$ cat src/hw/rtl/mme_pkg.sv
`default_nettype none

package mme_pkg;

    // operations of the shared multiply-reduce unit
    localparam logic OP_MUL = 1'b0;  // (a * b) mod m, shift and add
    localparam logic OP_RED = 1'b1;  // b mod m, one bit per cycle msb first

    typedef struct packed {
        logic start;
        logic op;
    } mm_ctrl_t;

endpackage

`default_nettype wire

$ cat src/hw/rtl/modular_exponentiation.sv
`default_nettype none

// modular exponentiation: takes base, exponent and modulus in one input beat and returns
// base^exponent mod modulus in one output beat. the base is first reduced by the modulus
// (msb first, one bit per cycle), then the exponent is scanned from its low bit: every
// bit costs one modular squaring, and a set bit one modular multiply before it. both go
// through a single shared shift-and-add multiply-reduce unit that consumes one multiplier
// bit per cycle. an exponent of zero returns 1 even for a modulus of 1, and a modulus of
// zero returns 0 without using the multiply-reduce unit. the input is taken only while the
// block is idle; a finished result waits in the output register, and the next beat can be
// taken meanwhile.
module modular_exponentiation #(
    parameter int DATA_WIDTH = 31
) (
    input  wire logic                 aclk,
    input  wire logic                 aresetn,
    // base_value, exponent_value, modulus_value from bit 0 up, zero padded to bytes
    input  wire logic [((3*DATA_WIDTH+7)/8)*8-1:0] s_axis_tdata,
    input  wire logic                 s_axis_tvalid,
    output logic                      s_axis_tready,
    // power_result from bit 0 up, zero padded to bytes
    output logic [((DATA_WIDTH+7)/8)*8-1:0] m_axis_tdata,
    output logic                      m_axis_tvalid,
    input  wire logic                 m_axis_tready
);

    localparam int OW = ((DATA_WIDTH + 7) / 8) * 8;

    // sequencer states
    localparam logic [2:0] S_IDLE = 3'd0;  // waiting for a beat
    localparam logic [2:0] S_RED  = 3'd1;  // launch base reduction
    localparam logic [2:0] S_WRED = 3'd2;  // wait for reduced base
    localparam logic [2:0] S_BIT  = 3'd3;  // look at the next exponent bit
    localparam logic [2:0] S_WACC = 3'd4;  // wait for acc * sq
    localparam logic [2:0] S_WSQ  = 3'd5;  // wait for sq * sq
    localparam logic [2:0] S_FIN  = 3'd6;  // hand the result to the output register

    logic [2:0]            state_reg, state_next;
    logic [DATA_WIDTH-1:0] sq_reg,    sq_next;   // holds the raw base until reduced
    logic [DATA_WIDTH-1:0] acc_reg,   acc_next;
    logic [DATA_WIDTH-1:0] ex_reg,    ex_next;
    logic [DATA_WIDTH-1:0] m_reg,     m_next;
    logic [DATA_WIDTH-1:0] res_reg,   res_next;
    logic                  tvalid_reg, tvalid_next;

    // shared unit hookup
    mme_pkg::mm_ctrl_t     mm_ctrl;
    logic [DATA_WIDTH-1:0] mm_a, mm_b;
    logic [DATA_WIDTH-1:0] mm_result;
    logic                  mm_done;

    logic                  in_beat;
    logic [DATA_WIDTH-1:0] in_base, in_ex, in_mod;

    assign s_axis_tready = (state_reg == S_IDLE);
    assign in_beat       = s_axis_tvalid && s_axis_tready;
    assign in_base       = s_axis_tdata[DATA_WIDTH-1:0];
    assign in_ex         = s_axis_tdata[2*DATA_WIDTH-1:DATA_WIDTH];
    assign in_mod        = s_axis_tdata[3*DATA_WIDTH-1:2*DATA_WIDTH];

    always_comb begin
        state_next    = state_reg;
        sq_next       = sq_reg;
        acc_next      = acc_reg;
        ex_next       = ex_reg;
        m_next        = m_reg;
        res_next      = res_reg;
        tvalid_next   = tvalid_reg && !m_axis_tready;
        mm_ctrl.start = 1'b0;
        mm_ctrl.op    = mme_pkg::OP_MUL;
        // squaring is the default operand pair
        mm_a          = sq_reg;
        mm_b          = sq_reg;

        case (state_reg)
            S_IDLE: begin
                if (in_beat) begin
                    sq_next  = in_base;
                    ex_next  = in_ex;
                    m_next   = in_mod;
                    // a zero modulus is rejected with a zero result
                    if (in_mod == '0) begin
                        acc_next   = '0;
                        state_next = S_FIN;
                    end else begin
                        acc_next   = DATA_WIDTH'(1);
                        state_next = S_RED;
                    end
                end
            end
            S_RED: begin
                mm_ctrl.start = 1'b1;
                mm_ctrl.op    = mme_pkg::OP_RED;
                state_next    = S_WRED;
            end
            S_WRED: begin
                if (mm_done) begin
                    sq_next    = mm_result;
                    state_next = S_BIT;
                end
            end
            S_BIT: begin
                if (ex_reg == '0) begin
                    state_next = S_FIN;
                end else if (ex_reg[0]) begin
                    mm_ctrl.start = 1'b1;
                    mm_a          = acc_reg;
                    state_next    = S_WACC;
                end else begin
                    mm_ctrl.start = 1'b1;
                    state_next    = S_WSQ;
                end
            end
            S_WACC: begin
                // fold in the product and launch the squaring in the same cycle
                if (mm_done) begin
                    acc_next      = mm_result;
                    mm_ctrl.start = 1'b1;
                    state_next    = S_WSQ;
                end
            end
            S_WSQ: begin
                if (mm_done) begin
                    sq_next    = mm_result;
                    ex_next    = {1'b0, ex_reg[DATA_WIDTH-1:1]};
                    state_next = S_BIT;
                end
            end
            S_FIN: begin
                // load only once the previous result is gone
                if (!tvalid_reg || m_axis_tready) begin
                    res_next    = acc_reg;
                    tvalid_next = 1'b1;
                    state_next  = S_IDLE;
                end
            end
            default: begin
                state_next = S_IDLE;
            end
        endcase
    end

    mme_mulmod #(
        .DATA_WIDTH (DATA_WIDTH)
    ) u_mulmod (
        .aclk    (aclk),
        .aresetn (aresetn),
        .ctrl    (mm_ctrl),
        .a       (mm_a),
        .b       (mm_b),
        .m       (m_reg),
        .result  (mm_result),
        .done    (mm_done)
    );

    always_ff @(posedge aclk) begin
        if (!aresetn) begin
            state_reg  <= S_IDLE;
            tvalid_reg <= 1'b0;
        end else begin
            state_reg  <= state_next;
            tvalid_reg <= tvalid_next;
        end
        sq_reg  <= sq_next;
        acc_reg <= acc_next;
        ex_reg  <= ex_next;
        m_reg   <= m_next;
        res_reg <= res_next;
    end

    assign m_axis_tdata  = OW'(res_reg);
    assign m_axis_tvalid = tvalid_reg;

`ifndef NO_ASSERTIONS
    // the shared unit only reports completion while the sequencer waits for it
    a_done_expected: assert property (@(posedge aclk) disable iff (!aresetn)
        mm_done |-> (state_reg == S_WRED || state_reg == S_WACC || state_reg == S_WSQ))
        else $error("multiply-reduce unit finished outside a wait state");

    // running values stay reduced between exponent bits when the modulus is above 1
    a_reduced: assert property (@(posedge aclk) disable iff (!aresetn)
        (state_reg == S_BIT && m_reg > DATA_WIDTH'(1)) |-> (acc_reg < m_reg && sq_reg < m_reg))
        else $error("running value not reduced by the modulus");

    // a zero modulus goes straight to the result with value zero
    a_zero_mod: assert property (@(posedge aclk) disable iff (!aresetn)
        (in_beat && in_mod == '0) |=> (state_reg == S_FIN && acc_reg == '0))
        else $error("zero modulus not rejected");
`endif

endmodule

`default_nettype wire

$ cat src/hw/rtl/mme_mulmod.sv
`default_nettype none

module mme_mulmod #(
    parameter int DATA_WIDTH = 31
) (
    input  wire logic                   aclk,
    input  wire logic                   aresetn,
    input  wire mme_pkg::mm_ctrl_t      ctrl,
    input  wire logic [DATA_WIDTH-1:0]  a,
    input  wire logic [DATA_WIDTH-1:0]  b,
    input  wire logic [DATA_WIDTH-1:0]  m,
    output logic      [DATA_WIDTH-1:0]  result,
    output logic                        done
);

    localparam int CW = $clog2(DATA_WIDTH + 1);

    logic                  busy_reg, busy_next;
    logic                  done_reg, done_next;
    logic                  op_reg,   op_next;
    logic [DATA_WIDTH-1:0] acc_reg,  acc_next;
    logic [DATA_WIDTH-1:0] add_reg,  add_next;
    logic [DATA_WIDTH-1:0] b_reg,    b_next;
    logic [DATA_WIDTH-1:0] m_reg,    m_next;
    logic [CW-1:0]         cnt_reg,  cnt_next;

    logic [DATA_WIDTH:0]   s_acc, d_acc, s_add, d_add;
    logic [DATA_WIDTH-1:0] acc_red, add_red;

    // accumulator path: acc + addend in multiply mode, 2*acc + bit in reduce mode
    always_comb begin
        if (op_reg == mme_pkg::OP_RED) begin
            s_acc = {acc_reg, b_reg[DATA_WIDTH-1]};
        end else begin
            s_acc = {1'b0, acc_reg} + {1'b0, (b_reg[0] ? add_reg : '0)};
        end
        d_acc   = s_acc - {1'b0, m_reg};
        acc_red = d_acc[DATA_WIDTH] ? s_acc[DATA_WIDTH-1:0] : d_acc[DATA_WIDTH-1:0];
        s_add   = {1'b0, add_reg} + {1'b0, add_reg};
        d_add   = s_add - {1'b0, m_reg};
        add_red = d_add[DATA_WIDTH] ? s_add[DATA_WIDTH-1:0] : d_add[DATA_WIDTH-1:0];
    end

    always_comb begin
        busy_next = busy_reg;
        done_next = 1'b0;
        op_next   = op_reg;
        acc_next  = acc_reg;
        add_next  = add_reg;
        b_next    = b_reg;
        m_next    = m_reg;
        cnt_next  = cnt_reg;
        if (ctrl.start) begin
            busy_next = 1'b1;
            op_next   = ctrl.op;
            acc_next  = '0;
            add_next  = a;
            b_next    = b;
            m_next    = m;
            cnt_next  = CW'(DATA_WIDTH);
        end else if (busy_reg) begin
            if (op_reg == mme_pkg::OP_RED) begin
                acc_next = acc_red;
                b_next   = {b_reg[DATA_WIDTH-2:0], 1'b0};
                cnt_next = cnt_reg - CW'(1);
                if (cnt_reg == CW'(1)) begin
                    busy_next = 1'b0;
                    done_next = 1'b1;
                end
            end else if (b_reg == '0) begin
                busy_next = 1'b0;
                done_next = 1'b1;
            end else begin
                acc_next = acc_red;
                add_next = add_red;
                b_next   = {1'b0, b_reg[DATA_WIDTH-1:1]};
            end
        end
    end

    always_ff @(posedge aclk) begin
        if (!aresetn) begin
            busy_reg <= 1'b0;
            done_reg <= 1'b0;
        end else begin
            busy_reg <= busy_next;
            done_reg <= done_next;
        end
        op_reg  <= op_next;
        acc_reg <= acc_next;
        add_reg <= add_next;
        b_reg   <= b_next;
        m_reg   <= m_next;
        cnt_reg <= cnt_next;
    end

    assign result = acc_reg;
    assign done   = done_reg;

endmodule

`default_nettype wire

$ cat config.mk
export PLATFORM = sky130hd
export DESIGN_NAME = modular_exponentiation
export DESIGN_NICKNAME = d
export VERILOG_FILES = /design/src/hw/rtl/mme_pkg.sv /design/src/hw/rtl/modular_exponentiation.sv /design/src/hw/rtl/mme_mulmod.sv
export SDC_FILE = /design/constraint.sdc
export NUM_CORES = 1
export LEC_CHECK = 0
export BUFFER_PORTS_ARGS = -buffer_cell sky130_fd_sc_hd__buf_2
export CORE_MARGIN = 2
export CORE_UTILIZATION = 54
export CTS_CLUSTER_SIZE = 40
export DETAILED_ROUTE_END_ITERATION = 10
export HOLD_SLACK_MARGIN = 0.08
export PLACE_DENSITY_LB_ADDON = 0.15
export SYNTH_ARGS = -nofsm -noshare
export SYNTH_HDL_FRONTEND = slang
export SYNTH_SLANG_ARGS = --single-unit
$ cat constraint.sdc
create_clock -name aclk -period 12.45 [get_ports aclk]
set_clock_uncertainty 0.1 [all_clocks]
set_input_delay 0.6225 -clock aclk [delete_from_list [all_inputs] [get_ports aclk]]
set_output_delay 0.6225 -clock aclk [all_outputs]
set_load 0.01 [all_outputs]
==> key figures <==
Run
  – Max-cap violations: 0

Final layout
  – Commonest cells after routing, fill and taps aside: edfxtp_1, nand2_1, o21ai_0
  – NumNets Final: roughly 2k
  – Layout Area Growth over Synthesis: 12.47%
  – Commonest non-fill, non-tap cell in the layout: edfxtp_1
  – Layout cells sized above 1: 0.1696

Logic synthesis
  – Asr flop ratio synth: 0
  – Synth Warn #: 0
  – Sequential area share after synthesis: 0.4778
  – Synth area leader: edfxtp_1
  – Post-synth cell types: 75
  – Top_reg_cell synth: edfxtp_1
  – Post-Syn Instances: approximately 1.7k
  – Synthesized Nets: 1884
  – Top post-synthesis cells by area: edfxtp_1, ha_1, mux2_2, dfxtp_1, nand2_1
  – Mapped Avg Cell Area: 10.32 um^2
  – Post-synth EDFFs: 249
  – Share of the synthesized area in the top cell type: 0.4295
  – Flops & latches, synth: 291
  – Synthesized cell area: around 0.017 mm^2

Clock network
  – Clk root buf: clkbuf_16
  – Longest Clk Path Bufs: 3
  – Post-CTS Setup Bufs: 0
  – PostCTS Resize Cnt: 0
  – Sink Count: roughly 290
  – Clk Latency, worst-skew pair: 0.54 ns
  – Clock buffer count from CTS: 34
  – H-tree level count: 2
  – CTS Hold Buffers Added: 0
  – Clk pin slew, worst setup/hold paths: around 0.07 ns
  – CTS tree: done

Global routing
  – Gr ovfl total: 0
  – GR Util All Layers: 0.2622
  – Pin count of the biggest net entering global routing: 73
  – First-pass GRT wire length: approximately 69000 um
  – Vias in the first global route: around 12k
  – Antenna violations before repair: 0

Drt
  – DRT antenna net count: 0
  – Routed WL per cell: 20.06 um
  – Drt drc: 0
  – Drt initial violations: around 1.2k
  – Drt pass-1 iters: 6
  – Routed wire length: 44640 um
  – Via-to-Cell Ratio: about 6
  – Via count: ~13k

Floorplan
  – I/O pin count: around 130
  – Die height: roughly 180 um
  – Num rows: 65
  – DIE WIDTH: about 180 um
  – Core ar.: about 0.032 mm^2
  – Die Footprint: between 0.03 and 0.04 mm^2
  – Initial core utilization: 0.5503

Critical path
  – CP Launch Point: u_mulmod.b_reg[0]$_DFFE_PP_
  – Crit Path Category: reg2reg
  – Slowest-stage cell, CP: edfxtp_1
  – Crit path capture type: register
  – Worst Path Buf+Inv: 0
  – Startpoint types: register
  – Crit path max fanout: 33
  – Crit path required time: about 13 ns
  – Worst Path Arrival: roughly 7.4 ns
  – RR Startpoint: u_mulmod.b_reg[0]$_DFFE_PP_
  – CP peak stage delay: between 0.9 and 1 ns
  – CP top delay family: compound AO/OA/AOI/OAI gates
  – CP Cell Sequence: and2_1 > ha_1 > fa_1 > a211oi_1 > o211ai_1 > nand3_1 > a2111oi_0 > nor2_1 > o31ai_1 > xnor2_1 > o21ai_0 > ha_1 > a21oi_1 > o21bai_1 > a21oi_1 > o21ai_0 > a21oi_4 > xor2_4 > mux2i_1 > o21ai_1

Worst hold path
  – Worst Hold Class: in2reg
  – Worst hold start: s_axis_tdata[85]

STA
  – Max Clock Freq: roughly 140 MHz
  – Tmin final: ~7 ns
  – Slew @ Worst Pin: between 1 and 1.5 ns
  – Relative slew slack: 0.3261
  – Setup TNS: 0 ns
  – RSZ-0062 raised after global routing: no
  – Setup Viol. Count Final: 0
  – Slew Viols, Final: 0
  – Hold Vio Cnt, Final: 0
  – Final period util: 0.5715

Placed design
  – Port bufs: 129
  – Dpl hpwl: 32550 um
  – GPL Wtd Cong: 0.9065

Run status
  – Status: completed
cell type report:
type / instances / area, um^2
Fill cell: 2598 / 12060
Multi-Input combinational cell: 1263 / 8618
Sequential cell: 291 / 8318
Clock buffer: 46 / 937.1
Timing Repair Buffer: 149 / 795.8
Tap cell: 402 / 503.0
Inverter: 57 / 215.2
Clock inverter: 16 / 190.2
Antenna cell: 1 / 2.502
routing by layer:
layer / global-route usage / vias to the layer above / routed length, um
li1: - / 6474 / -
met2: 0.3905 / 557 / 18980
met5: 0 / - / 0
met1: 0.4026 / 6351 / 20830
met4: 0.05760 / 0 / 777
met3: 0.04101 / 59 / 4060
cells in the mapped netlist (25+ instances only):
cell type  count
clkbuf_1      61
and2_1        66
o21ai_0      138
nor4_1        25
mux2i_1       49
nand2_1      215
mux2_2        81
edfxtp_1     249
nor2_1        80
a21oi_1       94
a21o_1        48
ha_1          94
a31oi_1       46
xor2_1        28
nand3_1       27
inv_1         56
xnor2_1       50
dfxtp_1       42
cells by family after synthesis:
logic type      after synthesis  share of synthesized area
xor+xnor                     80                    0.04111
other cells                   1                  0.0002154
compound gates              446                     0.1606
simple gates                509                     0.1390
fa+ha+maj                    97                    0.07101
flops                       291                     0.4778
mux                         130                    0.08057
buf+inv                     133                    0.02975
metrics by stage:
| stage | cell area, um^2 | hold WS, ns | setup slack, ns | instances | util |
|---|---|---|---|---|---|
| final | 19580 | 0.1928 | 5.335 | 2225 | 0.6189 |
| after global routing | 19580 | 0.1813 | 5.017 | 2224 | 0.6188 |
| after CTS | 19580 | 0.1750 | 5.552 | 2224 | 0.6188 |
| after detailed placement | 18450 | 0.3045 | 5.590 | 2162 | 0.5832 |
| after global placement | 18450 | 0.3030 | 5.594 | 2162 | 0.5832 |
| after floorplan | 17410 | 0.3003 | 7.614 | 1687 | - |
worst register-to-register path: stages, from the launching register on:
cell and delay [ns]:
edfxtp_1 0.99, and2_1 0.25, ha_1 0.21, fa_1 0.26, a211oi_1 0.12, o211ai_1 0.27, nand3_1 0.17, a2111oi_0 0.81
nor2_1 0.19, o31ai_1 0.41, xnor2_1 0.11, o21ai_0 0.53, ha_1 0.44, a21oi_1 0.19, o21bai_1 0.09, a21oi_1 0.13
o21ai_0 0.14, a21oi_4 0.29, xor2_4 0.83, mux2i_1 0.39, o21ai_1 0.08
worst paths after layout:
path                                                         end  slack, ns  depth (start not counted)
worst max-delay path            u_mulmod.result[28]$_SDFFE_PP0P_       5.34                         20
worst min-delay path                         m_reg[23]$_DFFE_PP_       0.19                          1
worst max register to register  u_mulmod.result[28]$_SDFFE_PP0P_       5.34                         20
worst min register to register       u_mulmod.m_reg[7]$_DFFE_PP_       0.32                          0
Power is not shown: default switching activity piles up to over one toggle a cycle in this logic, so the estimate is an artifact.
